===== config.mk =====
export PLATFORM = sky130hd
export DESIGN_NAME = infix_arith_token_evaluator_top
export DESIGN_NICKNAME = d
export VERILOG_FILES = /design/src/design/iate_pkg.sv /design/src/design/iate_mdu.sv /design/src/design/iate_dpath.sv /design/src/design/iate_ctrl.sv /design/src/design/infix_arith_token_evaluator_top.sv
export SDC_FILE = /design/constraint.sdc
export NUM_CORES = 1
export LEC_CHECK = 0
export ABC_AREA = 1
export BUFFER_PORTS_ARGS = -buffer_cell sky130_fd_sc_hd__clkbuf_2
export CAP_MARGIN = 30
export CORE_ASPECT_RATIO = 1.75
export CORE_UTILIZATION = 58
export DETAILED_ROUTE_END_ITERATION = 10
export PLACE_DENSITY = 0.75
export SLEW_MARGIN = 0
export SYNTH_ARGS = -nofsm -noshare
export SYNTH_HDL_FRONTEND = slang
export SYNTH_SLANG_ARGS = --single-unit
export TNS_END_PERCENT = 100

===== constraint.sdc =====
create_clock -name i_clk -period 13.35 [get_ports i_clk]
set_input_delay 2.67 -clock i_clk [delete_from_list [all_inputs] [get_ports i_clk]]
set_output_delay 2.67 -clock i_clk [all_outputs]
set_load 0.02 [all_outputs]

===== src/design/iate_pkg.sv =====
// shared types, codes and defaults for the infix token evaluator
package iate_pkg;

    localparam int IATE_VALUE_BITS = 48;
    localparam int IATE_FRAC_BITS  = 16;

    // token kinds
    localparam logic [2:0] OP_NUMBER = 3'd0;
    localparam logic [2:0] OP_PLUS   = 3'd1;
    localparam logic [2:0] OP_MINUS  = 3'd2;
    localparam logic [2:0] OP_TIMES  = 3'd3;
    localparam logic [2:0] OP_DIVIDE = 3'd4;
    localparam logic [2:0] OP_END    = 3'd5;

    // result status codes
    localparam logic [1:0] ST_OK       = 2'd0;
    localparam logic [1:0] ST_BAD_FMT  = 2'd1;
    localparam logic [1:0] ST_DIV_ZERO = 2'd2;
    localparam logic [1:0] ST_OVERFLOW = 2'd3;

    // pending multiplicative operator
    localparam logic [1:0] MUL_NONE   = 2'd0;
    localparam logic [1:0] MUL_TIMES  = 2'd1;
    localparam logic [1:0] MUL_DIVIDE = 2'd2;

    typedef struct packed {
        logic       load;
        logic       mul_start;
        logic       div_start;
        logic       div_zero;
        logic       fold;
        logic       set_sign;
        logic       sign_val;
        logic       set_mul;
        logic [1:0] mul_val;
        logic       emit;
        logic       emit_bad;
        logic       clear;
    } t_cmd;

    typedef struct packed {
        logic [1:0] mul_op;
        logic       num_zero;
        logic       mdu_done;
    } t_stat;

endpackage


===== src/design/iate_mdu.sv =====
// iterative multiply and divide unit, one bit per cycle, saturating result
module iate_mdu #(
    parameter int VALUE_BITS = 48,
    parameter int FRAC_BITS  = 16
) (
    input  logic                         i_clk,
    input  logic                         i_rst_n,
    input  logic                         i_start_mul,
    input  logic                         i_start_div,
    input  logic signed [VALUE_BITS-1:0] i_a,
    input  logic signed [VALUE_BITS-1:0] i_b,
    output logic                         o_done,
    output logic signed [VALUE_BITS-1:0] o_value,
    output logic                         o_ovf
);
    localparam int V  = VALUE_BITS;
    localparam int F  = FRAC_BITS;
    localparam int QW = V + F;
    localparam int PW = 2 * V;
    localparam int MW = (2 * V - F > V + F) ? 2 * V - F : V + F;
    localparam int CW = $clog2(V + F + 1);

    localparam logic [1:0] M_IDLE = 2'd0;
    localparam logic [1:0] M_MUL  = 2'd1;
    localparam logic [1:0] M_DIV  = 2'd2;
    localparam logic [1:0] M_FIN  = 2'd3;

    localparam logic [V-1:0] MAG_MIN = {1'b1, {(V-1){1'b0}}};
    localparam logic [V-1:0] MAG_MAX = {1'b0, {(V-1){1'b1}}};

    logic [1:0]    r_state, n_state;
    logic [CW-1:0] r_cnt, n_cnt;
    logic          r_is_div, n_is_div;
    logic          r_neg, n_neg;
    logic [V-1:0]  r_x, n_x;
    logic [PW-1:0] r_prod, n_prod;
    logic [V-1:0]  r_rem, n_rem;
    logic [QW-1:0] r_quo, n_quo;

    logic [V-1:0]  mag_a, mag_b;
    logic [V:0]    mul_sum;
    logic [V:0]    div_t;
    logic [V+1:0]  div_diff;
    logic          div_ge;
    logic [MW-1:0] fin_m;
    logic          hi_nz, lo_nz;
    logic [V-1:0]  fin_mag;

    assign mag_a = i_a[V-1] ? (~i_a + 1'b1) : i_a;
    assign mag_b = i_b[V-1] ? (~i_b + 1'b1) : i_b;

    assign mul_sum  = {1'b0, r_prod[PW-1:V]} + (r_prod[0] ? {1'b0, r_x} : {(V+1){1'b0}});
    assign div_t    = {r_rem, r_quo[QW-1]};
    assign div_diff = {1'b0, div_t} - {2'b00, r_x};
    assign div_ge   = !div_diff[V+1];

    always_comb begin
        n_state  = r_state;
        n_cnt    = r_cnt;
        n_is_div = r_is_div;
        n_neg    = r_neg;
        n_x      = r_x;
        n_prod   = r_prod;
        n_rem    = r_rem;
        n_quo    = r_quo;
        unique case (r_state)
            M_IDLE: begin
                n_neg = i_a[V-1] ^ i_b[V-1];
                if (i_start_mul) begin
                    n_state  = M_MUL;
                    n_is_div = 1'b0;
                    n_x      = mag_a;
                    n_prod   = {{V{1'b0}}, mag_b};
                    n_cnt    = CW'(V);
                end else if (i_start_div) begin
                    n_state  = M_DIV;
                    n_is_div = 1'b1;
                    n_x      = mag_b;
                    n_rem    = '0;
                    n_quo    = QW'(mag_a) << F;
                    n_cnt    = CW'(QW);
                end
            end
            M_MUL: begin
                n_prod = {mul_sum, r_prod[V-1:1]};
                n_cnt  = r_cnt - 1'b1;
                if (r_cnt == CW'(1)) begin
                    n_state = M_FIN;
                end
            end
            M_DIV: begin
                n_rem = div_ge ? div_diff[V-1:0] : div_t[V-1:0];
                n_quo = {r_quo[QW-2:0], div_ge};
                n_cnt = r_cnt - 1'b1;
                if (r_cnt == CW'(1)) begin
                    n_state = M_FIN;
                end
            end
            M_FIN: begin
                n_state = M_IDLE;
            end
            default: begin
                n_state = M_IDLE;
            end
        endcase
    end

    // exact magnitude, then clamp to the signed range
    assign fin_m = r_is_div ? MW'(r_quo) : MW'(r_prod[PW-1:F]);
    assign hi_nz = |fin_m[MW-1:V];
    assign lo_nz = |fin_m[V-2:0];

    always_comb begin
        if (r_neg) begin
            o_ovf   = hi_nz || (fin_m[V-1] && lo_nz);
            fin_mag = o_ovf ? MAG_MIN : fin_m[V-1:0];
            o_value = ~fin_mag + 1'b1;
        end else begin
            o_ovf   = hi_nz || fin_m[V-1];
            fin_mag = o_ovf ? MAG_MAX : fin_m[V-1:0];
            o_value = fin_mag;
        end
    end

    assign o_done = (r_state == M_FIN);

    always_ff @(posedge i_clk) begin
        if (!i_rst_n) begin
            r_state <= M_IDLE;
            r_cnt   <= '0;
        end else begin
            r_state <= n_state;
            r_cnt   <= n_cnt;
        end
        r_is_div <= n_is_div;
        r_neg    <= n_neg;
        r_x      <= n_x;
        r_prod   <= n_prod;
        r_rem    <= n_rem;
        r_quo    <= n_quo;
    end

endmodule


===== src/design/iate_dpath.sv =====
// datapath: sum and product accumulators, pending operators, fault and result registers
module iate_dpath #(
    parameter int VALUE_BITS = 48,
    parameter int FRAC_BITS  = 16
) (
    input  logic                         i_clk,
    input  logic                         i_rst_n,
    input  iate_pkg::t_cmd               i_cmd,
    output iate_pkg::t_stat              o_stat,
    input  logic signed [VALUE_BITS-1:0] i_number_value,
    output logic signed [VALUE_BITS-1:0] o_result_value,
    output logic [1:0]                   o_status
);
    import iate_pkg::*;

    localparam int V = VALUE_BITS;
    localparam logic [V-1:0] VAL_MIN = {1'b1, {(V-1){1'b0}}};
    localparam logic [V-1:0] VAL_MAX = {1'b0, {(V-1){1'b1}}};

    logic signed [V-1:0] r_sum, n_sum;
    logic signed [V-1:0] r_prod, n_prod;
    logic                r_add_sign, n_add_sign;
    logic [1:0]          r_mul_op, n_mul_op;
    logic [1:0]          r_fault, n_fault;
    logic signed [V-1:0] r_res;
    logic [1:0]          r_stat;

    logic                mdu_done, mdu_ovf;
    logic signed [V-1:0] mdu_value;
    logic [V:0]          fold_raw;
    logic                fold_ovf;
    logic [V-1:0]        fold_sum;
    logic [V-1:0]        div0_value;
    logic [1:0]          fault_code;

    iate_mdu #(
        .VALUE_BITS(VALUE_BITS),
        .FRAC_BITS (FRAC_BITS)
    ) u_mdu (
        .i_clk      (i_clk),
        .i_rst_n    (i_rst_n),
        .i_start_mul(i_cmd.mul_start),
        .i_start_div(i_cmd.div_start),
        .i_a        (r_prod),
        .i_b        (i_number_value),
        .o_done     (mdu_done),
        .o_value    (mdu_value),
        .o_ovf      (mdu_ovf)
    );

    // one extra bit catches the wrap of the saturating add
    assign fold_raw = r_add_sign ? ({r_sum[V-1], r_sum} - {r_prod[V-1], r_prod})
                                 : ({r_sum[V-1], r_sum} + {r_prod[V-1], r_prod});
    assign fold_ovf = fold_raw[V] != fold_raw[V-1];
    assign fold_sum = fold_ovf ? (fold_raw[V] ? VAL_MIN : VAL_MAX) : fold_raw[V-1:0];

    assign div0_value = (r_prod == '0) ? '0 : (r_prod[V-1] ? VAL_MIN : VAL_MAX);

    always_comb begin
        fault_code = ST_OK;
        if (i_cmd.fold && fold_ovf) begin
            fault_code = ST_OVERFLOW;
        end else if (i_cmd.div_zero) begin
            fault_code = ST_DIV_ZERO;
        end else if (mdu_done && mdu_ovf) begin
            fault_code = ST_OVERFLOW;
        end
    end

    always_comb begin
        n_sum      = r_sum;
        n_prod     = r_prod;
        n_add_sign = r_add_sign;
        n_mul_op   = r_mul_op;
        // first fault of the expression wins
        n_fault    = (r_fault == ST_OK) ? fault_code : r_fault;
        if (i_cmd.load) begin
            n_prod = i_number_value;
        end
        if (i_cmd.div_zero) begin
            n_prod = div0_value;
        end
        if (mdu_done) begin
            n_prod = mdu_value;
        end
        if (i_cmd.fold) begin
            n_sum = fold_sum;
        end
        if (i_cmd.set_sign) begin
            n_add_sign = i_cmd.sign_val;
        end
        if (i_cmd.set_mul) begin
            n_mul_op = i_cmd.mul_val;
        end
        if (i_cmd.clear) begin
            n_sum      = '0;
            n_prod     = '0;
            n_add_sign = 1'b0;
            n_mul_op   = MUL_NONE;
            n_fault    = ST_OK;
        end
    end

    always_ff @(posedge i_clk) begin
        if (!i_rst_n) begin
            r_sum      <= '0;
            r_prod     <= '0;
            r_add_sign <= 1'b0;
            r_mul_op   <= MUL_NONE;
            r_fault    <= ST_OK;
        end else begin
            r_sum      <= n_sum;
            r_prod     <= n_prod;
            r_add_sign <= n_add_sign;
            r_mul_op   <= n_mul_op;
            r_fault    <= n_fault;
        end
        if (i_cmd.emit) begin
            if (i_cmd.emit_bad) begin
                r_res  <= '0;
                r_stat <= ST_BAD_FMT;
            end else begin
                r_res  <= i_cmd.fold ? fold_sum : r_sum;
                r_stat <= (r_fault == ST_OK) ? fault_code : r_fault;
            end
        end
    end

    assign o_stat.mul_op   = r_mul_op;
    assign o_stat.num_zero = (i_number_value == '0);
    assign o_stat.mdu_done = mdu_done;

    assign o_result_value = r_res;
    assign o_status       = r_stat;

endmodule


===== src/design/iate_ctrl.sv =====
// controller: parse phase, wait for the iterative unit, output valid
module iate_ctrl (
    input  logic             i_clk,
    input  logic             i_rst_n,
    input  logic             i_in_valid,
    output logic             o_in_ready,
    input  logic [2:0]       i_opcode,
    output logic             o_out_valid,
    input  logic             i_out_ready,
    output iate_pkg::t_cmd   o_cmd,
    input  iate_pkg::t_stat  i_stat
);
    import iate_pkg::*;

    localparam logic [1:0] S_EXP_NUM = 2'd0;
    localparam logic [1:0] S_EXP_OP  = 2'd1;
    localparam logic [1:0] S_SKIP    = 2'd2;
    localparam logic [1:0] S_BUSY    = 2'd3;

    logic [1:0] r_state, n_state;
    logic       r_out_valid, n_out_valid;
    logic       accept;

    assign o_in_ready = (r_state != S_BUSY) && (!r_out_valid || i_out_ready);
    assign accept     = i_in_valid && o_in_ready;

    always_comb begin
        n_state = r_state;
        o_cmd   = '0;
        unique case (r_state)
            S_EXP_NUM: begin
                if (accept) begin
                    unique case (i_opcode) inside
                        OP_NUMBER: begin
                            o_cmd.set_mul = 1'b1;
                            o_cmd.mul_val = MUL_NONE;
                            unique case (i_stat.mul_op)
                                MUL_TIMES: begin
                                    o_cmd.mul_start = 1'b1;
                                    n_state         = S_BUSY;
                                end
                                MUL_DIVIDE: begin
                                    if (i_stat.num_zero) begin
                                        o_cmd.div_zero = 1'b1;
                                        n_state        = S_EXP_OP;
                                    end else begin
                                        o_cmd.div_start = 1'b1;
                                        n_state         = S_BUSY;
                                    end
                                end
                                default: begin
                                    o_cmd.load = 1'b1;
                                    n_state    = S_EXP_OP;
                                end
                            endcase
                        end
                        OP_PLUS, OP_MINUS, OP_TIMES, OP_DIVIDE, OP_END: begin
                            // operand missing
                            o_cmd.emit     = 1'b1;
                            o_cmd.emit_bad = 1'b1;
                            o_cmd.clear    = 1'b1;
                            n_state        = S_EXP_NUM;
                        end
                        default: ;
                    endcase
                end
            end
            S_EXP_OP: begin
                if (accept) begin
                    unique case (i_opcode) inside
                        OP_NUMBER: begin
                            // expression ends here, drop tokens up to end
                            o_cmd.fold = 1'b1;
                            n_state    = S_SKIP;
                        end
                        OP_PLUS, OP_MINUS: begin
                            o_cmd.fold     = 1'b1;
                            o_cmd.set_sign = 1'b1;
                            o_cmd.sign_val = (i_opcode == OP_MINUS);
                            o_cmd.set_mul  = 1'b1;
                            o_cmd.mul_val  = MUL_NONE;
                            n_state        = S_EXP_NUM;
                        end
                        OP_TIMES, OP_DIVIDE: begin
                            o_cmd.set_mul = 1'b1;
                            o_cmd.mul_val = (i_opcode == OP_TIMES) ? MUL_TIMES : MUL_DIVIDE;
                            n_state       = S_EXP_NUM;
                        end
                        OP_END: begin
                            o_cmd.fold  = 1'b1;
                            o_cmd.emit  = 1'b1;
                            o_cmd.clear = 1'b1;
                            n_state     = S_EXP_NUM;
                        end
                        default: ;
                    endcase
                end
            end
            S_SKIP: begin
                if (accept && (i_opcode == OP_END)) begin
                    o_cmd.emit  = 1'b1;
                    o_cmd.clear = 1'b1;
                    n_state     = S_EXP_NUM;
                end
            end
            S_BUSY: begin
                if (i_stat.mdu_done) begin
                    n_state = S_EXP_OP;
                end
            end
            default: begin
                n_state = S_EXP_NUM;
            end
        endcase
    end

    always_comb begin
        n_out_valid = r_out_valid;
        if (o_cmd.emit) begin
            n_out_valid = 1'b1;
        end else if (i_out_ready) begin
            n_out_valid = 1'b0;
        end
    end

    assign o_out_valid = r_out_valid;

    always_ff @(posedge i_clk) begin
        if (!i_rst_n) begin
            r_state     <= S_EXP_NUM;
            r_out_valid <= 1'b0;
        end else begin
            r_state     <= n_state;
            r_out_valid <= n_out_valid;
        end
    end

endmodule


===== src/design/infix_arith_token_evaluator_top.sv =====
// top level of the two-precedence infix token evaluator
//
//  channel  direction  handshake                 payload
//  in       input      i_in_valid / o_in_ready   i_opcode, i_number_value
//  out      output     o_out_valid / i_out_ready o_result_value, o_status
//
// plus, minus, end, a plain number and a number after divide by zero need no wait for the iterative unit
// a number after times runs the shift-add multiplier, one bit a cycle
// a number after divide runs the restoring divider
// reset is synchronous and active low; no clearing pass is needed
// a result waits in the output register; input is held off only while that register
// is full and not being taken, or while the multiply/divide unit runs
module infix_arith_token_evaluator_top #(
    parameter int VALUE_BITS = iate_pkg::IATE_VALUE_BITS,
    parameter int FRAC_BITS  = iate_pkg::IATE_FRAC_BITS
) (
    input  logic                         i_clk,
    input  logic                         i_rst_n,
    input  logic                         i_in_valid,
    output logic                         o_in_ready,
    input  logic [2:0]                   i_opcode,
    input  logic signed [VALUE_BITS-1:0] i_number_value,
    output logic                         o_out_valid,
    input  logic                         i_out_ready,
    output logic signed [VALUE_BITS-1:0] o_result_value,
    output logic [1:0]                   o_status
);
    import iate_pkg::*;

    t_cmd  cmd;
    t_stat stat;

    iate_ctrl u_ctrl (
        .i_clk      (i_clk),
        .i_rst_n    (i_rst_n),
        .i_in_valid (i_in_valid),
        .o_in_ready (o_in_ready),
        .i_opcode   (i_opcode),
        .o_out_valid(o_out_valid),
        .i_out_ready(i_out_ready),
        .o_cmd      (cmd),
        .i_stat     (stat)
    );

    iate_dpath #(
        .VALUE_BITS(VALUE_BITS),
        .FRAC_BITS (FRAC_BITS)
    ) u_dpath (
        .i_clk         (i_clk),
        .i_rst_n       (i_rst_n),
        .i_cmd         (cmd),
        .o_stat        (stat),
        .i_number_value(i_number_value),
        .o_result_value(o_result_value),
        .o_status      (o_status)
    );

endmodule


Word-level counts from Yosys, hierarchy flattened
Cells that the tools add are included.
Widths: inputs -> output; s select.

storage, ports and cells
  bits in registers = 421
  bits of input ports = 55
  output and inout port bits = 52
  word-level logic and storage cells = 170

operators by class
  $add $sub $neg = 8
  equal/unequal tests = 27
  mux-type cells = 75
  bitwise gates (word level) = 5
  reduce and logical (&&, ||, !) cells = 38

operators by type and width
  cell                   number
  $mux 48                19
  $pmux 96 s2            1
  $add 48x1->48 const B  3
  $not 48->48            3
  $mux 64                2
  $pmux 64 s2            1
  $add 48x48->49         2
  $logic_not 48->1       2
  $mux 96                1
  $pmux 48 s2            1
  $mux 80                1
  $sub 49x48->50         1
  $mux 49                1
  $sub 48x48->49         1
  $reduce_or 47->1       1
  $reduce_or 32->1       1
  $mux 2                 15
  $mux 7                 3
  $pmux 7 s2             1
  $mux 1                 13
  $mux 4                 3
  $pmux 2 s2             3
  $pmux 3 s2             2
  $eq 2x2->1 const B     5
  31 further kinds       67

Logic depth before layout (Yosys ltp)
  depth in word-level cells = 10
  depth in mapped cells = 35
  depth with buffers taken out = 34

Hierarchy
From an unflattened synthesis, not the netlist that was laid out.

second synthesis, totals
  cells, all modules = 5098
  area total of the unflattened synthesis = 35133.7 um^2

modules (own cells, without submodules)
  module      times used  cells an instance  area each (um^2)  seq. area each (um^2)
  iate_mdu    1           3474               23628.9           7927.6
  iate_dpath  1           1550               11074.4           3523.4
  iate_ctrl   1           74                 430.4             60.1

Least setup slack after synthesis
No wires, ideal clock.

  path type = input port to flip-flop
  start point = input i_out_ready
  end point = register u_dpath.u_mdu.r_quo[0], enable pin
  library setup time = 752 ps
  arrival = 12268 ps
  required time = 12598 ps
  slack = 329 ps
  stages on the path = 12
  path buffers = 0
  cells stage by stage = inv_1 > nand2_1 > inv_1 > a21oi_1 > nand2_1 > inv_2 > nand2_1 > nor2_2 > inv_1 > nor2_1 > inv_1 > o32ai_1

on the way
  word-level cells in the longest chain between the ends = 7
  elaborated cells on any way between the ends = 8
  classes of those cells = eq/ne: 2; mux: 2; reduce/logical: 4

ends and longest elaborated chain
  what                          line                                   RTL
  from (decl)                   infix_arith_token_evaluator_top.sv:24  input logic i_out_ready,
  $logic_or 1x1->1 *            iate_ctrl.sv:24                        assign o_in_ready = (r_state != S_BUSY) && (!r_out_valid || i_out_ready);
  $logic_and 1x1->1 *           iate_ctrl.sv:24
  named net o_in_ready          infix_arith_token_evaluator_top.sv:20  output logic o_in_ready,
  $logic_and 1x1->1 *           iate_ctrl.sv:25                        assign accept = i_in_valid && o_in_ready;
  $mux 4 *                      iate_ctrl.sv:32                        if (accept) begin
  $mux 4 *                      iate_ctrl.sv:30                        unique case (r_state)
  $ne 2x2->1 (no line)          n/a
  $reduce_and 3->1 (no line) *  n/a
  to (signal assigned)          iate_mdu.sv:140                        r_quo <= n_quo;
  to (decl)                     iate_mdu.sv:38                         logic [QW-1:0] r_quo, n_quo;

The timed path passes the listed nets; every way through them passes the cells marked *.
A chain may end at the register's enable or synchronous reset.

Worst setup path in the final report
  start point = register u_dpath.r_prod[0]
  end point = register u_dpath.r_res[46], in the netlist u_dpath.o_result_value[46] (data pin)

on the way
  word-level cells in the longest chain between the ends = 5
  elaborated cells on any way between the ends = 7
  classes of those cells = add/sub: 2; eq/ne: 1; mux: 4

ends and longest elaborated chain
  what                                              line                                RTL
  from (decl)                                       iate_dpath.sv:21                    logic signed [V-1:0] r_prod, n_prod;
  from (signal assigned)                            iate_dpath.sv:113                   r_prod <= n_prod;
  $add 48x48->49 or $sub 48x48->49 (tied branches)  iate_dpath.sv:53, iate_dpath.sv:52
  $mux 49 *                                         iate_dpath.sv:52                    assign fold_raw = r_add_sign ? ({r_sum[V-1], r_sum} - {r_prod[V-1], r_prod})
  $mux 48 or $ne 1x1->1 (tied branches)             iate_dpath.sv:55, iate_dpath.sv:54
  $mux 48 *                                         iate_dpath.sv:55                    assign fold_sum = fold_ovf ? (fold_raw[V] ? VAL_MIN : VAL_MAX) : fold_raw[V-1:0];
  $mux 48 *                                         n/a
  to (signal assigned)                              iate_dpath.sv:123                   r_res <= i_cmd.fold ? fold_sum : r_sum;
  to (decl)                                         iate_dpath.sv:25                    logic signed [V-1:0] r_res;

Every way passes the cells marked *; elsewhere a longest branch is shown, timed or not.

==> summary.txt <==
Status
  • Outcome: complete, no violations

STA
  • Setup TNS: 0 ns
  • Minimum clock period: 6.44 ns
  • Final Worst Setup Slack: 6.91 ns
  • Maximum clock rate: 0.155 GHz
  • Final setup viols: 0
  • Slew @ Worst Pin: 1.03 ns
  • Relative slew slack: 0.310
  • Fin. max-slew vios: 0
  • Part of the cycle the worst path needs: 0.482
  • RSZ-0062 raised after global routing: false
  • Hold WS: 0.485 ns
  • Setup Skew: 0.0449 ns
  • Hold Fails Final Rpt: 0

Power and ir drop
  • Sw Ratio: 0.517
  • Worst vdd ir: 0.331 mV
  • Combinational power share: 0.589
  • Int Pwr: 0.00389 W
  • Sequential power share: 0.254
  • Pwr dens: 225 nW/um2
  • Clock power frac: 0.157
  • Net Sw Power: 0.00415 W
  • P_leak: 16.4 nW

Setup path
  • RR Startpoint: u_dpath.r_prod[0]$_SDFFE_PP0P_
  • Arr. time, crit path: 6.89 ns
  • Critical Path Start Type: register
  • Crit Path Max Fanout: 34
  • CP Capture Type: register
  • Setup CP Type: register to register
  • Critical Path Most Common Cell: nand2_1
  • Max incr delay on CP: 0.46 ns
  • Critical Path RT: 13.81 ns
  • Slowest cell on crit path: buf_4
  • Worst R2R End: u_dpath.o_result_value[46]$_SDFFCE_PP0P_
  • R2R depth: 28
  • R2R Setup Slk: 6.91 ns

Floorplan
  • Die ar.: 58200 um2
  • Top Ports: 107
  • Chip width: 183 um
  • Die Ht: 318 um
  • Initial cell density of the core: 0.589
  • Rows: 115
  • CORE AREA: 56400 um2

Synthesis
  • Async SR Flop Fraction: 0
  • Post-Syn Nets: 5010
  • Sequential share of the synthesized area: 0.347
  • Syn avg cell area: 6.92 um2
  • Synth unique cells: 65
  • Mapped cell area: 33200 um2
  • Flops & latches, synth: 421
  • Synthesis warning total: 0
  • Top FF cell, synth: edfxtp_1
  • EDFF count, synth: 308
  • Synth Instances: 4796

Placement
  • DP Worst Slack: 6.51 ns
  • Placed insts: 5531
  • Global placer's final weighted congestion: 1.08
  • # port buffers: 106
  • Post-DP HPWL: 99600 um

Drt
  • Iter 0 DRT Violations: 2854
  • Final WL: 127000 um
  • DR vias/cell: 6.00
  • Wire per inst: 22.7 um
  • Post-DRT Antenna Nets: 0
  • Router iterations before antenna repair: 7
  • Drt drc: 0
  • Vias after detailed routing: 33700

Final layout
  • Most frequent cells in the layout: nand2_1, inv_1, o21ai_0
  • Nets@finish: 5034
  • Utilization after layout: 0.634
  • Final std cells w/o fill: 5617
  • Most common cell after layout, fill and taps aside: nand2_1
  • Layout cells sized above 1: 0.0583
  • Area grow syn2layout: 7.67%
  • Fillers: 5375

Clock tree
  • Num CTS Buffers: 43
  • Post-CTS Setup Inserts: 0
  • Clk_lat worst skew: 0.65 ns
  • CTS Buffer Depth: 3
  • Clock sinks: 421
  • Count of cells resized by post-cts repair: 0
  • Clock root cell: clkbuf_16
  • H-Tree Depth: 2
  • Hold_buf cts: 0
  • Clk pin slew, worst setup/hold paths: 0.07 ns
  • CTS tree: done

GRT
  • Antenna violations before repair: 10
  • Largest net degree at the start of global routing: 88
  • Grt total ovfl: 0
  • Number of global-route vias before repair: 32800
  • First-pass GRT wire length: 189000 um
  • Total Routing Usage GR: 0.436

Min path
  • Worst hold endpoint: u_dpath.u_mdu.r_cnt[1]$_SDFFE_PN0P_
  • HP Start: u_dpath.u_mdu.r_cnt[1]$_SDFFE_PN0P_
  • Worst hold stages: 2
  • Worst Hold Class: register to register

Run
  • Max-cap violations: 0
-- cell usage after synthesis (5+ instances only) --
library cell  instances  area share
a211oi_1              6      0.0014
a21boi_0             12      0.0027
a21o_1               17      0.0038
a21oi_1             443       0.067
a31oi_1              56       0.011
and3_1                5     0.00094
buf_1                13      0.0015
buf_2                22      0.0033
buf_4                 9      0.0020
buf_6                13      0.0044
clkbuf_1            111       0.013
dfxtp_1             113       0.068
edfxtp_1            308        0.28
ha_1                156       0.059
inv_1               615       0.070
inv_2                 7     0.00079
nand2_1            1147        0.13
nand2_2              10      0.0019
nand3_1             167       0.025
nand3b_1              7      0.0016
nand4_1              42      0.0079
nor2_1              524       0.059
nor2_2                7      0.0013
nor3_1               48      0.0072
nor4_1               26      0.0049
o211ai_1             26      0.0059
o21a_1               22      0.0050
o21ai_0             535       0.081
o21ai_1              22      0.0033
o21ai_2               7      0.0018
o21bai_1             20      0.0045
o221ai_1             10      0.0026
o22ai_1               6      0.0011
o31ai_1              17      0.0038
o41ai_1              21      0.0055
or2_2                 8      0.0015
xnor2_1              71       0.019
xor2_1              102       0.027
-- per-layer routing --
metal / track usage / share of wire / wire length (um) / vias up
met5: 0 / 0.00059 / 75 / -
met2: 0.740 / 0.47 / 60400 / 1464
met4: 0.444 / 0.12 / 15300 / 12
met1: 0.430 / 0.34 / 42700 / 15500
met3: 0.0881 / 0.069 / 8820 / 552
li1: - / - / - / 16100
-- layout make-up --
cell class              instances  area [um2]  share of cell area
diodes                          4        10.0            0.000280
clock buffers                  56        1190              0.0332
clock inverters                22         221             0.00620
inverters                     626        2350              0.0658
multi-input cells            3581       18600               0.521
flip-flops and latches        421       11500               0.322
well taps                     760         951              0.0266
repair buffers                147         883              0.0247
-- worst max-delay path, delay by kind of cell, from the launching register on --
| family | cells | cell delay, ns |
|---|---|---|
| AO/OA/AOI/OAI | 3 | 0.53 |
| adder cells (fa/ha/maj) | 2 | 0.59 |
| XOR/XNOR | 1 | 0.21 |
| buffers and inverters | 3 | 0.96 |
| flip-flops | 1 | 0.36 |
| AND/OR/NAND/NOR | 19 | 3.61 |
-- stage by stage --
stage	total power (W)	cell area, um2
final	0.00804	35700
after global placement	0.00657	34200
after detailed placement	0.00661	34300
after floorplan	0.00531	33200
after global routing	0.00859	35700
after CTS	0.00789	35700
-- flip-flops by register name (all words and copies together) (netlist names), 2 cells and up --
| signal | flops |
|---|---|
| u_ctrl.r_state | 2 |
| u_dpath.o_result_value | 48 |
| u_dpath.o_status | 2 |
| u_dpath.r_fault | 2 |
| u_dpath.r_mul_op | 2 |
| u_dpath.r_prod | 48 |
| u_dpath.r_sum | 48 |
| u_dpath.u_mdu.r_cnt | 7 |
| u_dpath.u_mdu.r_prod | 96 |
| u_dpath.u_mdu.r_quo | 64 |
| u_dpath.u_mdu.r_rem | 48 |
| u_dpath.u_mdu.r_state | 2 |
| u_dpath.u_mdu.r_x | 48 |
-- kinds of logic after synthesis --
family / synth area share
AND/OR/NAND/NOR: 0.246
AO/OA/AOI/OAI: 0.206
buffers and inverters: 0.0946
flip-flops: 0.347
XOR/XNOR: 0.0456
adder cells (fa/ha/maj): 0.0606
-- worst max-delay path by stage --
stage / to / startpoint / cells past startpoint / slack (ns)
after floorplan: u_dpath.u_mdu.r_quo[0]$_SDFFCE_PN0P_ / i_out_ready / 12 / 0.33
after global placement: u_dpath.r_prod[6]$_SDFFE_PP0P_ / i_number_value[0] / 19 / 6.42
after detailed placement: u_dpath.r_prod[6]$_SDFFE_PP0P_ / i_number_value[0] / 19 / 6.51
after CTS: u_dpath.o_result_value[44]$_SDFFCE_PP0P_ / u_dpath.r_prod[0]$_SDFFE_PP0P_ / 33 / 7.03
after global routing: u_dpath.o_result_value[44]$_SDFFCE_PP0P_ / u_dpath.r_prod[0]$_SDFFE_PP0P_ / 33 / 6.39
final: u_dpath.o_result_value[46]$_SDFFCE_PP0P_ / u_dpath.r_prod[0]$_SDFFE_PP0P_ / 28 / 6.91
-- power by group through the flow --
stage	clock, W	combinational [W]	sequential [W]
2_1_floorplan	0	0.00325	0.00206
3_3_place_gp	0	0.00452	0.00205
3_5_place_dp	0	0.00456	0.00205
4_1_cts	0.00127	0.00459	0.00203
5_1_grt	0.00131	0.00522	0.00206
6_report	0.00126	0.00474	0.00204
Note: power is estimated with default switching activity, not from simulation.
